<file path="src/design/flyreg_pkg.sv">
// ----------------------------------------------------------------------------
// Flywheel regulator package
// Shared item codes, phase encoding, configuration and queue entry types.
// ----------------------------------------------------------------------------
package flyreg_pkg;

    localparam logic [1:0] KIND_START  = 2'd0;
    localparam logic [1:0] KIND_SAMPLE = 2'd1;
    localparam logic [1:0] KIND_STOP   = 2'd2;

    localparam logic [1:0] CFG_SPINUP_TARGET = 2'd0;
    localparam logic [1:0] CFG_TARGET_TRIM   = 2'd1;
    localparam logic [1:0] CFG_DEADBAND      = 2'd2;

    localparam logic [1:0] PHASE_CODE_IDLE = 2'd0;
    localparam logic [1:0] PHASE_CODE_SPIN = 2'd1;
    localparam logic [1:0] PHASE_CODE_REG  = 2'd2;

    typedef enum logic [2:0] {
        PH_IDLE = 3'b001,
        PH_SPIN = 3'b010,
        PH_REG  = 3'b100
    } phase_t;

    typedef struct packed {
        logic        [11:0] spinup_target;
        logic signed [10:0] target_trim;
        logic        [7:0]  deadband;
    } cfg_t;

    typedef struct packed {
        logic        [1:0]  kind;
        logic signed [19:0] rpm;
        logic        [12:0] target;
        logic               spin_low;
        logic               reg_low;
        logic               reg_high;
        logic        [9:0]  quot;
    } entry_t;

endpackage

</file>
<file path="src/design/flyreg_front.sv">
// ----------------------------------------------------------------------------
// Flywheel regulator front end
// Accept items, convert encoder velocity to rpm, pick the banded target and
// classify each sample against the spin-up and regulation thresholds.
// ----------------------------------------------------------------------------
module flyreg_front (
    input  logic                clk,
    input  logic                rst_n,
    input  flyreg_pkg::cfg_t    cfg,
    input  logic                push,
    output logic                full,
    input  logic [1:0]          kind,
    input  logic signed [15:0]  velocity_raw,
    input  logic signed [15:0]  position_x,
    output logic                q_push,
    output flyreg_pkg::entry_t  q_data,
    input  logic                q_full
);

    localparam logic signed [16:0] RPM_MUL   = 17'sd36112;
    localparam logic        [16:0] DIV15_MUL = 17'd69906;

    logic                a_valid_reg;
    logic                a_valid_next;
    logic [1:0]          a_kind_reg;
    logic signed [19:0]  a_rpm_reg;
    logic [12:0]         a_target_reg;
    logic                a_ready;
    logic                take;
    logic signed [16:0]  neg_vel;
    logic signed [33:0]  rpm_prod;
    logic [10:0]         band;
    logic signed [13:0]  target_sum;
    logic signed [21:0]  rpm_w;
    logic signed [21:0]  t16;
    logic signed [21:0]  db16;
    logic signed [21:0]  spin16;
    logic signed [21:0]  diff;
    logic [13:0]         diff_div32;
    logic [30:0]         quot_prod;

    assign a_ready = !a_valid_reg || !q_full;
    assign full    = !a_ready;
    assign take    = push && a_ready;

    assign neg_vel  = -{velocity_raw[15], velocity_raw};
    assign rpm_prod = neg_vel * RPM_MUL;

    always_comb
    begin
        if (position_x < 16'sd320)
            band = 11'd1850;
        else if (position_x < 16'sd640)
            band = 11'd1750;
        else if (position_x < 16'sd960)
            band = 11'd1650;
        else
            band = 11'd1550;
    end

    assign target_sum = $signed({3'b000, band}) + 14'(cfg.target_trim);

    always_comb
    begin
        a_valid_next = a_valid_reg;
        if (take)
            a_valid_next = 1'b1;
        else if (q_push)
            a_valid_next = 1'b0;
    end

    always_ff @(posedge clk or negedge rst_n)
    begin
        if (!rst_n)
            a_valid_reg <= 1'b0;
        else
            a_valid_reg <= a_valid_next;
    end

    always_ff @(posedge clk)
    begin
        if (take)
        begin
            a_kind_reg   <= kind;
            a_rpm_reg    <= rpm_prod[31:12];
            a_target_reg <= target_sum[12:0];
        end
    end

    assign rpm_w      = 22'(a_rpm_reg);
    assign t16        = $signed({5'b00000, a_target_reg, 4'b0000});
    assign db16       = $signed({10'd0, cfg.deadband, 4'b0000});
    assign spin16     = $signed({6'd0, cfg.spinup_target, 4'b0000});
    assign diff       = t16 - rpm_w;
    assign diff_div32 = diff[18:5];
    assign quot_prod  = 31'(diff_div32) * 31'(DIV15_MUL);

    assign q_push = a_valid_reg && !q_full;

    always_comb
    begin
        q_data.kind     = a_kind_reg;
        q_data.rpm      = a_rpm_reg;
        q_data.target   = a_target_reg;
        q_data.spin_low = rpm_w < spin16;
        q_data.reg_low  = rpm_w < (t16 - db16);
        q_data.reg_high = rpm_w > (t16 + db16);
        q_data.quot     = quot_prod[29:20];
    end

endmodule

</file>
<file path="src/design/flyreg_queue.sv">
// ----------------------------------------------------------------------------
// Flywheel regulator item queue
// Two-entry queue that decouples the front end from the back end.
// ----------------------------------------------------------------------------
module flyreg_queue (
    input  logic                clk,
    input  logic                rst_n,
    input  logic                wr_en,
    input  flyreg_pkg::entry_t  wr_data,
    output logic                q_full,
    input  logic                rd_en,
    output logic                q_empty,
    output flyreg_pkg::entry_t  rd_data
);

    logic [1:0]          count_reg;
    logic [1:0]          count_next;
    flyreg_pkg::entry_t  slot0_reg;
    flyreg_pkg::entry_t  slot1_reg;
    logic                do_wr;
    logic                do_rd;

    assign q_full  = count_reg == 2'd2;
    assign q_empty = count_reg == 2'd0;
    assign rd_data = slot0_reg;
    assign do_wr   = wr_en && !q_full;
    assign do_rd   = rd_en && !q_empty;

    always_comb
    begin
        count_next = count_reg;
        if (do_wr && !do_rd)
            count_next = count_reg + 2'd1;
        else if (do_rd && !do_wr)
            count_next = count_reg - 2'd1;
    end

    always_ff @(posedge clk or negedge rst_n)
    begin
        if (!rst_n)
            count_reg <= 2'd0;
        else
            count_reg <= count_next;
    end

    always_ff @(posedge clk)
    begin
        if (do_rd)
        begin
            if (do_wr && count_reg == 2'd1)
                slot0_reg <= wr_data;
            else
                slot0_reg <= slot1_reg;
            if (do_wr && count_reg == 2'd2)
                slot1_reg <= wr_data;
        end
        else if (do_wr)
        begin
            if (count_reg == 2'd0)
                slot0_reg <= wr_data;
            else
                slot1_reg <= wr_data;
        end
    end

endmodule

</file>
<file path="src/design/flyreg_back.sv">
// ----------------------------------------------------------------------------
// Flywheel regulator back end
// Apply classified items to the phase and drive level and hold the result.
// ----------------------------------------------------------------------------
module flyreg_back (
    input  logic                clk,
    input  logic                rst_n,
    input  logic [11:0]         spinup_target,
    input  logic                q_empty,
    input  flyreg_pkg::entry_t  q_data,
    output logic                q_pop,
    input  logic                pop,
    output logic                empty,
    output logic signed [7:0]   drive,
    output logic signed [19:0]  measured_rpm,
    output logic [12:0]         target_rpm,
    output logic                ready_res,
    output logic [1:0]          phase_now
);

    flyreg_pkg::phase_t  phase_reg;
    flyreg_pkg::phase_t  phase_next;
    logic signed [7:0]   speed_reg;
    logic signed [7:0]   speed_next;
    logic                out_valid_reg;
    logic                out_valid_next;
    logic [12:0]         target_next;
    logic                ready_next;
    logic [1:0]          code_next;
    logic signed [11:0]  sum;
    logic signed [7:0]   drive_reg;
    logic signed [19:0]  rpm_reg;
    logic [12:0]         target_reg;
    logic                ready_reg;
    logic [1:0]          code_reg;

    assign q_pop = !q_empty && (!out_valid_reg || pop);

    always_comb
    begin
        phase_next = phase_reg;
        speed_next = speed_reg;
        ready_next = 1'b0;
        sum        = 12'sd0;
        case (q_data.kind)
            flyreg_pkg::KIND_START:
            begin
                speed_next = 8'sd30;
                phase_next = flyreg_pkg::PH_SPIN;
            end
            flyreg_pkg::KIND_STOP:
            begin
                speed_next = 8'sd0;
                phase_next = flyreg_pkg::PH_IDLE;
            end
            flyreg_pkg::KIND_SAMPLE:
            begin
                case (phase_reg)
                    flyreg_pkg::PH_SPIN:
                    begin
                        if (q_data.spin_low)
                        begin
                            sum = 12'(speed_reg) + 12'sd10;
                            if (sum > 12'sd120)
                                speed_next = 8'sd127;
                            else if (sum < -12'sd127)
                                speed_next = -8'sd127;
                            else
                                speed_next = sum[7:0];
                        end
                        else
                            phase_next = flyreg_pkg::PH_REG;
                    end
                    flyreg_pkg::PH_REG:
                    begin
                        if (q_data.reg_low)
                            sum = 12'(speed_reg) + $signed({2'b00, q_data.quot});
                        else if (q_data.reg_high)
                            sum = 12'(speed_reg) - 12'sd1;
                        else
                        begin
                            sum        = 12'(speed_reg);
                            ready_next = 1'b1;
                        end
                        if (sum > 12'sd127)
                            speed_next = 8'sd127;
                        else if (sum < -12'sd127)
                            speed_next = -8'sd127;
                        else
                            speed_next = sum[7:0];
                    end
                    default:
                    begin
                        speed_next = speed_reg;
                    end
                endcase
            end
            default:
            begin
                speed_next = speed_reg;
            end
        endcase
    end

    always_comb
    begin
        case (phase_next)
            flyreg_pkg::PH_SPIN:
            begin
                target_next = {1'b0, spinup_target};
                code_next   = flyreg_pkg::PHASE_CODE_SPIN;
            end
            flyreg_pkg::PH_REG:
            begin
                target_next = q_data.target;
                code_next   = flyreg_pkg::PHASE_CODE_REG;
            end
            default:
            begin
                target_next = 13'd0;
                code_next   = flyreg_pkg::PHASE_CODE_IDLE;
            end
        endcase
    end

    always_comb
    begin
        out_valid_next = out_valid_reg;
        if (q_pop)
            out_valid_next = 1'b1;
        else if (pop)
            out_valid_next = 1'b0;
    end

    always_ff @(posedge clk or negedge rst_n)
    begin
        if (!rst_n)
        begin
            phase_reg     <= flyreg_pkg::PH_IDLE;
            speed_reg     <= 8'sd0;
            out_valid_reg <= 1'b0;
        end
        else
        begin
            out_valid_reg <= out_valid_next;
            if (q_pop)
            begin
                phase_reg <= phase_next;
                speed_reg <= speed_next;
            end
        end
    end

    always_ff @(posedge clk)
    begin
        if (q_pop)
        begin
            drive_reg  <= speed_next;
            rpm_reg    <= q_data.rpm;
            target_reg <= target_next;
            ready_reg  <= ready_next;
            code_reg   <= code_next;
        end
    end

    assign empty        = !out_valid_reg;
    assign drive        = drive_reg;
    assign measured_rpm = rpm_reg;
    assign target_rpm   = target_reg;
    assign ready_res    = ready_reg;
    assign phase_now    = code_reg;

endmodule

</file>
<file path="src/design/flywheel_speed_regulator.sv">
// ----------------------------------------------------------------------------
// Flywheel speed regulator
// Sustains one item per clock while results are popped; else the queue fills
// and full holds off push. A pushed item passes the rpm multiply and target
// banding, then classification and entry into the two-entry queue, then the
// back-end drive-level update, whose phase and speed registers load per pop.
// ----------------------------------------------------------------------------
module flywheel_speed_regulator (
    input  logic                clk,
    input  logic                rst_n,
    input  logic                cfg_we,
    input  logic [1:0]          cfg_index,
    input  logic [11:0]         cfg_data,
    input  logic                push,
    output logic                full,
    input  logic [1:0]          kind,
    input  logic signed [15:0]  velocity_raw,
    input  logic signed [15:0]  position_x,
    input  logic                pop,
    output logic                empty,
    output logic signed [7:0]   drive,
    output logic signed [19:0]  measured_rpm,
    output logic [12:0]         target_rpm,
    output logic                ready_res,
    output logic [1:0]          phase_now
);

    flyreg_pkg::cfg_t    cfg_reg;
    flyreg_pkg::entry_t  wr_entry;
    flyreg_pkg::entry_t  rd_entry;
    logic                q_push;
    logic                q_pop;
    logic                q_full;
    logic                q_empty;

    always_ff @(posedge clk or negedge rst_n)
    begin
        if (!rst_n)
        begin
            cfg_reg.spinup_target <= 12'd1850;
            cfg_reg.target_trim   <= 11'sd0;
            cfg_reg.deadband      <= 8'd40;
        end
        else if (cfg_we)
        begin
            case (cfg_index)
                flyreg_pkg::CFG_SPINUP_TARGET: cfg_reg.spinup_target <= cfg_data;
                flyreg_pkg::CFG_TARGET_TRIM:   cfg_reg.target_trim   <= cfg_data[10:0];
                flyreg_pkg::CFG_DEADBAND:      cfg_reg.deadband      <= cfg_data[7:0];
                default:                       cfg_reg               <= cfg_reg;
            endcase
        end
    end

    flyreg_front u_front (
        .clk          (clk),
        .rst_n        (rst_n),
        .cfg          (cfg_reg),
        .push         (push),
        .full         (full),
        .kind         (kind),
        .velocity_raw (velocity_raw),
        .position_x   (position_x),
        .q_push       (q_push),
        .q_data       (wr_entry),
        .q_full       (q_full)
    );

    flyreg_queue u_queue (
        .clk     (clk),
        .rst_n   (rst_n),
        .wr_en   (q_push),
        .wr_data (wr_entry),
        .q_full  (q_full),
        .rd_en   (q_pop),
        .q_empty (q_empty),
        .rd_data (rd_entry)
    );

    flyreg_back u_back (
        .clk           (clk),
        .rst_n         (rst_n),
        .spinup_target (cfg_reg.spinup_target),
        .q_empty       (q_empty),
        .q_data        (rd_entry),
        .q_pop         (q_pop),
        .pop           (pop),
        .empty         (empty),
        .drive         (drive),
        .measured_rpm  (measured_rpm),
        .target_rpm    (target_rpm),
        .ready_res     (ready_res),
        .phase_now     (phase_now)
    );

    a_ready_in_reg : assert property (@(posedge clk) disable iff (!rst_n)
        (!empty && ready_res) |-> (phase_now == flyreg_pkg::PHASE_CODE_REG))
        else $error("ready set outside regulation");

    a_idle_zero : assert property (@(posedge clk) disable iff (!rst_n)
        (!empty && phase_now == flyreg_pkg::PHASE_CODE_IDLE)
            |-> (drive == 8'sd0 && target_rpm == 13'd0))
        else $error("idle result with nonzero drive or target");

    a_pop_drains : assert property (@(posedge clk) disable iff (!rst_n)
        (pop && !empty && q_empty) |=> empty)
        else $error("result repeated after pop");

endmodule
</file>
<file path="config.mk">
export PLATFORM = sky130hd
export DESIGN_NAME = flywheel_speed_regulator
export DESIGN_NICKNAME = d
export VERILOG_FILES = /design/src/design/flyreg_pkg.sv /design/src/design/flyreg_front.sv /design/src/design/flyreg_queue.sv /design/src/design/flyreg_back.sv /design/src/design/flywheel_speed_regulator.sv
export SDC_FILE = /design/constraint.sdc
export NUM_CORES = 1
export LEC_CHECK = 0
export BUFFER_PORTS_ARGS = -buffer_cell sky130_fd_sc_hd__buf_2
export CORE_AREA = 2 2 264 266
export DETAILED_ROUTE_END_ITERATION = 8
export DIE_AREA = 0 0 266 268
export PLACE_DENSITY_LB_ADDON = 0.1
export SETUP_SLACK_MARGIN = 0.5
export SLEW_MARGIN = 5
export SYNTH_ARGS = -nofsm -noshare
export SYNTH_HDL_FRONTEND = slang
export SYNTH_SLANG_ARGS = --single-unit
</file>
<file path="constraint.sdc">
create_clock -name clk -period 7.5 [get_ports clk]
set_clock_uncertainty 0.1 [all_clocks]
set_input_delay 1.5 -clock clk [delete_from_list [all_inputs] [get_ports clk]]
set_output_delay 1.5 -clock clk [all_outputs]
set_load 0.005 [all_outputs]
</file>
==> impl_metrics.toml <==
[clocking]
clkTransAtPathRegs_ps = 60
root_buffer = "clkbuf_16"
cts_made_buffers = 29
cts_hold_buf = 0
cts_tree = "yes"
cts_sinks = 217
htreeDepth = 1
clkLatencyLatePin_ps = 570
cts.path.max_buffers = 3

[yosys]
yosys.area.top_type = "edfxtp_1"
syn_area_um2 = 17000
synth_nets = 1941
ys_ff_latch = 217
synth-async-reset-ratio_pct = 21.2
ys.warnings.count = 0
syn_area_per_cell_um2 = 10.9
synth-edff-count = 171
synth_flop_cell = "edfxtp_1"
yosysSeqAreaShare_pct = 37.1
synth_area_leaders = "edfxtp_1, ha_1, fa_1"
syn_inst = 1560
ys_types = 87
synth_top_area_share_pct = 30.2

[routing]
num_vias = 12000
remaining_drc_errors = 0
viasPerCell = 4.57
detail-route-antenna-nets = 0
wire_per_inst_um = 17.6
drtIter0Drc = 618
finalWirelength_um = 46400
firstDrtPassIters = 4

[layout]
instances_no_fill = 2631
multi_input_area_um2 = 10400
fin_nets = 2107
n_fill_cell = 7019
antenna_cells = 0
layout-drive-gt1-share_pct = 20.3
final_cell_mix = "ha_1, edfxtp_1, inv_1"
syn_to_final_growth_pct = 19.5
finalInstanceArea_um2 = 20300
layout_commonest_cell = "ha_1"
register_area_um2 = 6300

[global_route]
grt_pass1_vias = 12300
grt_max_degree = 48
grt_pass1_wl_um = 71800
gr-total-overflow = 0
grtUsageTotal_pct = 13.0
antenna_found_initial = 1

[worst_setup_path]
crit_top_cell = "fa_1"
cp.arrival_ps = 6980
path_delay_family = "adder cells"
timing.critical_path.buf_inv = 2
path_class = "input port to flip-flop"
cp-start-kind = "input port"
path_max_fanout = 4
cpMaxStageDelayCell = "fa_1"
worstPathRequired_ps = 7700
path_cells = "buf_2 -> or4_4 -> nor3_4 -> nand2_2 -> buf_4 -> nor3b_4 -> xnor2_2 -> ha_1 -> ha_1 -> fa_1 -> fa_1 -> fa_1 -> ha_4 -> a21o_1 -> a21oi_2 -> and3_1 -> a211o_1 -> a21boi_0 -> o21a_1 -> or4_4 -> a31oi_1 -> xnor2_1"
cpPeakStageDelay_ps = 590
endpoint_kind = "flip-flop"

[timing]
finalCriticalPeriod_ps = 6780
finalCritPeriodShare_pct = 90.4
rsz0062_at_grt = "no"
hold_viol_final = 0
fmax_mhz = 147
slew_violations = 0
maxSlewHeadroom_pct = 25.4
worst_pin_slew_ps = 1110
finalSetupViolCount = 0

[placement]
place_inst = 2558
dpl-instance-area_um2 = 19000
gp_congestion = 0.822
io_buffers = 91
dpl.hpwl_um = 36000

[floorplan]
initial_core_util_pct = 24.9
core-area_um2 = 68200
die_area_um2 = 71300
io-pin-count = 99
row_count = 96
fp.dieW_um = 266
dieHeight_um = 268

[flow_run]
drv_cap = 0

[status]
status = "completed"

[min_path]
hold_path.class = "flip-flop to flip-flop"
[path summary, 6_finish.rpt]
kind,slack (ps),endpoint,startpoint,cells past startpoint
min in group asynchronous,970,u_back.out_valid_reg,rst_n,2
hold / removal,320,u_back.measured_rpm[12],u_queue.rd_data[38],0
setup / recovery,720,u_front.a_rpm_reg[19],velocity_raw[3],22
hold reg to reg,320,u_back.measured_rpm[12],u_queue.rd_data[38],0
max in group asynchronous,5830,cfg_reg[13],rst_n,2
setup reg to reg,780,u_queue.rd_data[9],u_front.a_rpm_reg[3],23
[what timing repair did]
action,CTS,global route
pin swaps,0,21
buffers inserted,0,19
endpoints found under the setup margin,1,15
resized for setup,2,42
[kinds of logic (layout without fill, tap and decap cells)]
family	Yosys count	in the layout	synth area share (%)
flops	217	217	37.1
buf+inv	188	377	4.22
fa+ha+maj	329	329	27.0
simple gates	355	355	10.6
xor+xnor	96	96	4.95
mux	59	59	3.88
compound gates	315	315	12.3
other cells	1	1	0.0221
[area by class of cell]
cell class              instances  share of cell area [%]
inverters                     153                    2.83
repair buffers                170                    5.16
flip-flops and latches        217                    31.0
clock buffers                  37                    3.72
multi-input cells            1155                    51.1
well taps                     882                    5.43
clock inverters                17                   0.758
[cells in the mapped netlist (13+ instances only)]
library cell / n
inv_1: 153
xor2_1: 30
a21oi_1: 65
ha_1: 265
fa_1: 63
mux2_2: 55
nand3_1: 21
nand4_1: 14
nor4_1: 13
nor2_1: 80
nor3_1: 25
nor2b_1: 16
nand2b_1: 20
a21o_1: 19
edfxtp_1: 171
o21ai_0: 87
clkbuf_1: 29
xnor2_1: 66
dfrtp_1: 36
o21a_1: 19
nand2_1: 98
[routing by layer]
| metal | vias to the layer above | global-route usage [%] | routed length (um) |
|---|---|---|---|
| li1 | 5997 | - | - |
| met1 | 5769 | 17.8 | 22200 |
| met2 | 186 | 21.6 | 21400 |
| met3 | 65 | 1.26 | 1440 |
| met4 | 0 | 4.07 | 1350 |
| met5 | - | 0 | 0 |
[per-stage QoR]
step / util (%) / hold slack (ps) / setup WS, ps / TNS [ps]
3_5_place_dp: 27.8 / 309 / -135 / -154
2_1_floorplan: - / 300 / 502 / 0
4_1_cts: 29.2 / 320 / 530 / 0
5_1_grt: 29.8 / 332 / 447 / 0
6_report: 29.8 / 321 / 719 / 0
3_3_place_gp: 27.8 / 303 / -168 / -214
Power is left out: the tool's default activity adds up to more than one toggle a clock period on the data nets, which glitch-free logic cannot reach.
